**src/rtl/rabb_pkg.sv**
```systemverilog
package rabb_pkg;

  // Fixed geometry of the engine.
  localparam int unsigned MaxLine    = 1024;
  localparam int unsigned IndexBits  = 20;
  localparam int unsigned CountBits  = $clog2(MaxLine);
  localparam int unsigned SizeBits   = 11;
  localparam int unsigned ChanBits   = 8;
  localparam int unsigned NumChan    = 3;
  localparam int unsigned SumBits    = 2 * ChanBits;
  localparam int unsigned CfgIdxBits = 3;
  localparam int unsigned CfgBits    = 20;

  localparam logic [ChanBits-1:0] AlphaOpaque = 8'd255;

  typedef logic [ChanBits-1:0]  chan_t;
  typedef logic [SumBits-1:0]   sum_t;
  typedef logic [IndexBits-1:0] index_t;
  typedef logic [CountBits-1:0] count_t;
  typedef logic [SizeBits-1:0]  size_t;
  typedef logic [NumChan-1:0][ChanBits-1:0] pixel_t;

  typedef enum logic [CfgIdxBits-1:0] {
    CFG_BLEND_MODE   = 3'd0,
    CFG_REGION_WIDTH = 3'd1,
    CFG_REGION_HEIGHT = 3'd2,
    CFG_FRAME_WIDTH  = 3'd3,
    CFG_DEST_START   = 3'd4,
    CFG_BITMAP_WIDTH = 3'd5,
    CFG_SOURCE_START = 3'd6
  } cfg_reg_e;

  // Load enables of the input register and the result register.
  typedef struct packed {
    logic load_in;
    logic load_out;
  } pipe_ctrl_t;

  // Exact floor(x / 255) for any x below 65280.
  function automatic chan_t div255(input sum_t x);
    logic [SumBits:0] t;
    t = {1'b0, x} + {{SumBits{1'b0}}, 1'b1} + {9'b0, x[SumBits-1:ChanBits]};
    return t[SumBits-1:ChanBits];
  endfunction

  // Last column or row position for a size register: 0 acts as 1, saturated at MaxLine.
  function automatic count_t last_pos(input size_t v);
    if (v == '0) begin
      return '0;
    end else if (v > size_t'(MaxLine)) begin
      return count_t'(MaxLine - 1);
    end else begin
      return count_t'(v - size_t'(1));
    end
  endfunction

endpackage

```
**src/rtl/rabb_blend.sv**
```systemverilog
module rabb_blend (
  input  logic                clk_i,
  input  rabb_pkg::pipe_ctrl_t ctrl_i,
  input  logic                blend_mode_i,
  input  rabb_pkg::chan_t     alpha_i,
  input  rabb_pkg::pixel_t    src_i,
  input  rabb_pkg::pixel_t    bg_i,
  output rabb_pkg::pixel_t    rgb_o
);
  import rabb_pkg::*;

  logic   mode_q;
  chan_t  alpha_q;
  pixel_t src_q;
  pixel_t bg_q;
  sum_t [NumChan-1:0] sum;
  pixel_t rgb_d;
  pixel_t rgb_q;

  // Input stage.
  always_ff @(posedge clk_i) begin
    if (ctrl_i.load_in) begin
      mode_q  <= blend_mode_i;
      alpha_q <= alpha_i;
      src_q   <= src_i;
      bg_q    <= bg_i;
    end
  end

  // Weighted sum per channel. Copy mode forms src*255 so that the shared
  // divide hands back the source value unchanged.
  always_comb begin
    for (int c = 0; c < NumChan; c++) begin
      if (mode_q) begin
        sum[c] = sum_t'(alpha_q) * sum_t'(src_q[c])
               + sum_t'(AlphaOpaque - alpha_q) * sum_t'(bg_q[c]);
      end else begin
        sum[c] = {src_q[c], {ChanBits{1'b0}}} - {{ChanBits{1'b0}}, src_q[c]};
      end
    end
  end

  always_comb begin
    for (int c = 0; c < NumChan; c++) begin
      rgb_d[c] = div255(sum[c]);
    end
  end

  always_ff @(posedge clk_i) begin
    if (ctrl_i.load_out) begin
      rgb_q <= rgb_d;
    end
  end

  assign rgb_o = rgb_q;

endmodule

```
**src/rtl/rect_alpha_blend_blit_top.sv**
```systemverilog
// A transaction passes through the input register, then the result register.
// Throughput: one transaction per cycle while the output is not stalled.
// The weighted sum and the divide by 255 sit in one combinational pass
// between the two registers.
// Reset (rst_ni low, asynchronous) empties the pipeline, returns the row and
// column counters to the top-left corner and sets the registers to their defaults.
module rect_alpha_blend_blit_top (
  input  logic                                clk_i,
  input  logic                                rst_ni,
  // Configuration write port.
  input  logic                                cfg_we_i,
  input  logic [rabb_pkg::CfgIdxBits-1:0]     cfg_index_i,
  input  logic [rabb_pkg::CfgBits-1:0]        cfg_data_i,
  // Pixel input channel.
  input  logic                                in_valid_i,
  output logic                                in_stall_o,
  input  logic [7:0]                          src_red_i,
  input  logic [7:0]                          src_green_i,
  input  logic [7:0]                          src_blue_i,
  input  logic [7:0]                          src_alpha_i,
  input  logic [7:0]                          bg_red_i,
  input  logic [7:0]                          bg_green_i,
  input  logic [7:0]                          bg_blue_i,
  // Result channel.
  output logic                                out_valid_o,
  input  logic                                out_stall_i,
  output logic [7:0]                          out_red_o,
  output logic [7:0]                          out_green_o,
  output logic [7:0]                          out_blue_o,
  output logic [rabb_pkg::IndexBits-1:0]      dest_index_o,
  output logic [rabb_pkg::IndexBits-1:0]      source_index_o,
  output logic                                last_pixel_o
);
  import rabb_pkg::*;

  // Configuration registers. A change takes effect on the next accepted
  // transaction; the start indices are only read on the first pixel.
  logic   blend_mode_q;
  size_t  region_width_q;
  size_t  region_height_q;
  size_t  frame_width_q;
  index_t dest_start_q;
  size_t  bitmap_width_q;
  index_t source_start_q;

  always_ff @(posedge clk_i or negedge rst_ni) begin
    if (!rst_ni) begin
      blend_mode_q    <= 1'b0;
      region_width_q  <= size_t'(1);
      region_height_q <= size_t'(1);
      frame_width_q   <= size_t'(1);
      dest_start_q    <= '0;
      bitmap_width_q  <= size_t'(1);
      source_start_q  <= '0;
    end else if (cfg_we_i) begin
      case (cfg_index_i)
        CFG_BLEND_MODE:    blend_mode_q    <= cfg_data_i[0];
        CFG_REGION_WIDTH:  region_width_q  <= cfg_data_i[SizeBits-1:0];
        CFG_REGION_HEIGHT: region_height_q <= cfg_data_i[SizeBits-1:0];
        CFG_FRAME_WIDTH:   frame_width_q   <= cfg_data_i[SizeBits-1:0];
        CFG_DEST_START:    dest_start_q    <= cfg_data_i[IndexBits-1:0];
        CFG_BITMAP_WIDTH:  bitmap_width_q  <= cfg_data_i[SizeBits-1:0];
        CFG_SOURCE_START:  source_start_q  <= cfg_data_i[IndexBits-1:0];
        default: ;
      endcase
    end
  end

  // Pipeline flow control. Each stage takes a new transaction when it is
  // empty or when the stage after it is taking its current one, so the
  // block keeps accepting while a finished result leaves the output.
  logic v_in_q, v_out_q;
  logic rdy_in, rdy_out;
  logic accept;
  pipe_ctrl_t ctrl;

  assign rdy_out = !v_out_q || !out_stall_i;
  assign rdy_in  = !v_in_q || rdy_out;
  assign accept  = in_valid_i && rdy_in;
  assign in_stall_o = !rdy_in;

  assign ctrl.load_in  = accept;
  assign ctrl.load_out = v_in_q && rdy_out;

  always_ff @(posedge clk_i or negedge rst_ni) begin
    if (!rst_ni) begin
      v_in_q  <= 1'b0;
      v_out_q <= 1'b0;
    end else begin
      if (rdy_in) begin
        v_in_q <= in_valid_i;
      end
      if (rdy_out) begin
        v_out_q <= v_in_q;
      end
    end
  end

  // Raster walk over the rectangle. The counters step once per accepted
  // transaction. A counter at or past the last position (which can happen
  // after a size change mid-rectangle) ends the row or the rectangle.
  count_t col_q, col_d;
  count_t row_q, row_d;
  index_t dest_base_q, dest_base_d;
  index_t source_base_q, source_base_d;
  index_t dest_base_cur, source_base_cur;
  index_t dest_index, source_index;
  logic   first_pixel, row_end, last;

  always_comb begin
    first_pixel     = (col_q == '0) && (row_q == '0);
    dest_base_cur   = first_pixel ? dest_start_q : dest_base_q;
    source_base_cur = first_pixel ? source_start_q : source_base_q;
    row_end         = col_q >= last_pos(region_width_q);
    last            = row_end && (row_q >= last_pos(region_height_q));
    dest_index      = dest_base_cur + index_t'(col_q);
    source_index    = source_base_cur + index_t'(col_q);

    col_d         = col_q + count_t'(1);
    row_d         = row_q;
    dest_base_d   = dest_base_cur;
    source_base_d = source_base_cur;
    if (last) begin
      col_d = '0;
      row_d = '0;
    end else if (row_end) begin
      col_d         = '0;
      row_d         = row_q + count_t'(1);
      dest_base_d   = dest_base_cur + index_t'(frame_width_q);
      source_base_d = source_base_cur + index_t'(bitmap_width_q);
    end
  end

  always_ff @(posedge clk_i or negedge rst_ni) begin
    if (!rst_ni) begin
      col_q         <= '0;
      row_q         <= '0;
      dest_base_q   <= '0;
      source_base_q <= '0;
    end else if (accept) begin
      col_q         <= col_d;
      row_q         <= row_d;
      dest_base_q   <= dest_base_d;
      source_base_q <= source_base_d;
    end
  end

  // The indices and the last flag travel beside the colour data.
  index_t dest_in_q, dest_out_q;
  index_t source_in_q, source_out_q;
  logic   last_in_q, last_out_q;

  always_ff @(posedge clk_i) begin
    if (ctrl.load_in) begin
      dest_in_q   <= dest_index;
      source_in_q <= source_index;
      last_in_q   <= last;
    end
    if (ctrl.load_out) begin
      dest_out_q   <= dest_in_q;
      source_out_q <= source_in_q;
      last_out_q   <= last_in_q;
    end
  end

  // Colour datapath: copy or alpha blend, then the exact divide by 255.
  pixel_t src_pix, bg_pix, rgb;

  assign src_pix = {src_blue_i, src_green_i, src_red_i};
  assign bg_pix  = {bg_blue_i, bg_green_i, bg_red_i};

  rabb_blend u_blend (
    .clk_i        (clk_i),
    .ctrl_i       (ctrl),
    .blend_mode_i (blend_mode_q),
    .alpha_i      (src_alpha_i),
    .src_i        (src_pix),
    .bg_i         (bg_pix),
    .rgb_o        (rgb)
  );

  assign out_valid_o    = v_out_q;
  assign out_red_o      = rgb[0];
  assign out_green_o    = rgb[1];
  assign out_blue_o     = rgb[2];
  assign dest_index_o   = dest_out_q;
  assign source_index_o = source_out_q;
  assign last_pixel_o   = last_out_q;

endmodule
```
**config.mk**
```make
export PLATFORM = sky130hd
export DESIGN_NAME = rect_alpha_blend_blit_top
export DESIGN_NICKNAME = d
export VERILOG_FILES = /design/src/rtl/rabb_pkg.sv /design/src/rtl/rabb_blend.sv /design/src/rtl/rect_alpha_blend_blit_top.sv
export SDC_FILE = /design/constraint.sdc
export NUM_CORES = 1
export LEC_CHECK = 0
export BUFFER_PORTS_ARGS = -buffer_cell sky130_fd_sc_hd__clkbuf_2
export CAP_MARGIN = 20
export CELL_PAD_IN_SITES_DETAIL_PLACEMENT = 1
export CELL_PAD_IN_SITES_GLOBAL_PLACEMENT = 1
export CORE_UTILIZATION = 40
export CTS_CLUSTER_DIAMETER = 100
export DETAILED_ROUTE_END_ITERATION = 12
export PLACE_DENSITY = 0.73
export SETUP_SLACK_MARGIN = 0.5
export SKIP_CTS_REPAIR_TIMING = 1
export SYNTH_ARGS = -nofsm -noshare
export SYNTH_HDL_FRONTEND = slang
export SYNTH_SLANG_ARGS = --single-unit
```
**constraint.sdc**
```tcl
create_clock -name clk_i -period 7.2 [get_ports clk_i]
set_clock_uncertainty 0.05 [all_clocks]
set_input_delay 1.44 -clock clk_i [delete_from_list [all_inputs] [get_ports clk_i]]
set_output_delay 1.44 -clock clk_i [all_outputs]
set_load 0.1 [all_outputs]
```
==> results.py <==
metrics = {
    "status": {
        "status": "finished, violations left",
        "violations": "setup timing",
    },
    "synth": {
        "synth-xor-area-share_pct": 4.06,
        "ys_types": 93,
        "synth.yosys.seq_area_share_pct": 28.1,
        "ys_warn_count": 0,
        "synth-compound-area-share_pct": 9.23,
        "synth_flop_cell": "edfxtp_1",
        "synth-async-reset-ratio_pct": 47.4,
        "ys_seq_elements": 310,
        "synth_edf_count": 163,
        "netlist_instances": 3115,
        "avgSynthCellArea_um2": 9.80,
        "syn_area_um2": 30500,
        "synth_top_family_by_area": "adder cells",
        "synth_fa_ha_area_share_pct": 30.6,
        "yosys.area_share.simple_pct": 16.3,
        "synthMuxAreaShare_pct": 4.49,
    },
    "clocking": {
        "numCtsBuffers": 42,
        "htreeDepth": 2,
        "cts.clk_slew.worst_paths_ns": 0.06,
        "clock_sinks": 310,
        "clock_latency_ns": 0.60,
        "clk_path_buf_depth": 3,
        "cts_tree": "built",
        "clk_root_buffer_cell": "clkbuf_16",
    },
    "final_layout": {
        "nets": 4067,
        "syn_to_final_growth_pct": 18.0,
        "seqCellArea_um2": 8580,
        "layout-drive-gt1-share_pct": 19.0,
        "stdcell_area_um2": 36000,
        "multiInputGateArea_um2": 20400,
        "antenna_cells": 0,
        "fillCellCount": 8388,
    },
    "setup_path": {
        "r2r-end": "u_blend.rgb_o[6]",
        "cp.arrival_ns": 7.62,
        "startpoint": "u_blend.alpha_q[5]",
        "endpoint": "u_blend.rgb_o[6]",
        "crit_path_end_kind": "flop",
        "cp-start-kind": "flop",
        "cp_common_cell": "fa_1",
        "r2r_start": "u_blend.alpha_q[5]",
        "crit_type": "reg -> reg",
        "rr_worst_depth": 28,
        "path_max_fanout": 5,
        "critical_path.max_stage_delay_ns": 0.55,
        "r2r_setup_slack_ns": -0.13,
        "slowest_stage": "fa_1",
        "required_ns": 7.49,
    },
    "floorplan": {
        "rows": 100,
        "die_h_um": 278,
        "core_area_um2": 74900,
        "die_area_um2": 77400,
        "io_pins": 151,
        "dieWidth_um": 278,
        "start_util_pct": 40.7,
    },
    "hold_path": {
        "hp-class": "reg -> reg",
    },
    "timing": {
        "setup_viol": 9,
        "hold_slack_ns": 0.365,
        "finalMaxSlewViolations": 0,
        "tightest_slew_ns": 0.967,
        "slew_headroom_pct": 35.5,
        "fin_crit_ns": 7.33,
        "final-hold-violation-count": 0,
        "max_freq_mhz": 136,
        "rsz0062_at_grt": "true",
        "layout_setup_ws_ns": -0.133,
        "min_period_over_period_pct": 102,
    },
    "global_routing": {
        "grt_pass1_wl_mm": 141,
        "grt_max_degree": 91,
        "overflow": 0,
        "grtUsageTotal_pct": 23.1,
        "grt_pass1_vias": 25500,
        "antenna_found_initial": 4,
    },
    "place": {
        "place_area_um2": 33600,
        "io_buffer_count": 150,
        "gp_congestion": 0.856,
        "dp_hpwl_mm": 67.8,
    },
    "detailed_routing": {
        "drt-vias-per-instance": 5.28,
        "drtPass1Iterations": 5,
        "wire_per_inst_um": 20.0,
        "via_count": 23300,
        "ant_nets": 0,
        "drc": 0,
        "drtIter0Drc": 944,
        "wl_mm": 88.3,
    },
    "job": {
        "drv_cap": 0,
    },
}
## metrics by stage
stage	util (%)	TNS, ns	cells	setup slack (ns)
finish	48.1	-0.539	4419	-0.133
global route	48.1	-6.05	4419	-0.385
CTS	46.8	-4.09	4381	-0.256
global placement	44.9	-0.871	4303	-0.115
detailed placement	44.9	-3.36	4303	-0.220
floorplan	-	0	3117	0.0761
## routing by layer
metal | track usage, % | wire (um) | up-vias
met2 | 40.3 | 43700 | 389
li1 | - | - | 10900
met3 | 3.26 | 3280 | 140
met1 | 29.6 | 38900 | 11900
met5 | 0 | 8 | -
met4 | 6.86 | 2510 | 2
## kinds of logic after synthesis
| logic type | Yosys count |
|---|---|
| flops | 310 |
| xor+xnor | 140 |
| other cells | 1 |
| mux | 124 |
| buf+inv | 585 |
| fa+ha+maj | 571 |
| simple gates | 945 |
| compound gates | 439 |
## flip-flops by register name, summed over array words and instances (netlist names), 8 cells and up
signal,cells
frame_width_q,11
u_blend.alpha_q,8
u_blend.bg_q,24
source_start_q,20
dest_index_o,20
source_base_q,20
source_index_o,20
bitmap_width_q,11
u_blend.rgb_o,24
u_blend.src_q,24
row_q,10
dest_base_q,20
region_width_q,11
col_q,10
region_height_q,11
source_in_q,20
dest_in_q,20
dest_start_q,20
## critical path, delay by kind of cell, from the launching register on
kind                     cells  cell delay (ns)
buffers and inverters        6             0.50
XOR/XNOR                     1             0.14
AO/OA/AOI/OAI                8             1.40
AND/OR/NAND/NOR              4             0.81
flip-flops                   1             0.43
adder cells (fa/ha/maj)      9             3.73
## worst min path at each step
stage / to / depth (start not counted) / start / slack, ns
after floorplan: dest_index_o[0] / 0 / dest_in_q[0] / 0.35
after global placement: source_index_o[7] / 0 / source_in_q[7] / 0.35
after detailed placement: dest_index_o[15] / 0 / dest_in_q[15] / 0.36
after CTS: dest_index_o[16] / 0 / dest_in_q[16] / 0.37
after global routing: source_index_o[3] / 0 / source_in_q[3] / 0.37
final: dest_index_o[16] / 0 / dest_in_q[16] / 0.37
## synth_stat cells (all sizes together), types with 84 or more instances
master,count,area (um^2)
a21oi,126,634
nand2,265,995
inv,465,1750
o21ai,111,556
ha,275,3440
nor2,120,450
dfrtp,143,3580
fa,292,5850
xnor2,91,797
clkbuf,97,364
nor2b,137,857
edfxtp,163,4890
mux2,84,946
and2,118,739
nand2b,92,576
## layout make-up
type | instances | area share (%)
Timing Repair Buffer | 375 | 7.29
Multi-Input combinational cell | 2222 | 56.6
Clock buffer | 60 | 3.41
Clock inverter | 18 | 0.639
Inverter | 465 | 4.86
Tap cell | 969 | 3.37
Sequential cell | 310 | 23.8
## layout by cell type, fill, tap and decap left out, types with 84 or more instances in the layout
| master | synthesis | final |
|---|---|---|
| a21oi_1 | 125 | 112 |
| and2_1 | 117 | 112 |
| buf_4 | 3 | 198 |
| clkbuf_2 | 0 | 149 |
| dfrtp_1 | 143 | 143 |
| edfxtp_1 | 163 | 163 |
| fa_1 | 292 | 286 |
| ha_1 | 275 | 260 |
| inv_1 | 465 | 455 |
| mux2_2 | 84 | 84 |
| nand2_1 | 265 | 263 |
| nand2b_1 | 92 | 86 |
| nor2_1 | 120 | 116 |
| nor2b_1 | 137 | 135 |
| o21ai_0 | 110 | 102 |
| xnor2_1 | 91 | 89 |
Power is not shown: default switching activity piles up to over one toggle a cycle in this logic, so the estimate is an artifact.
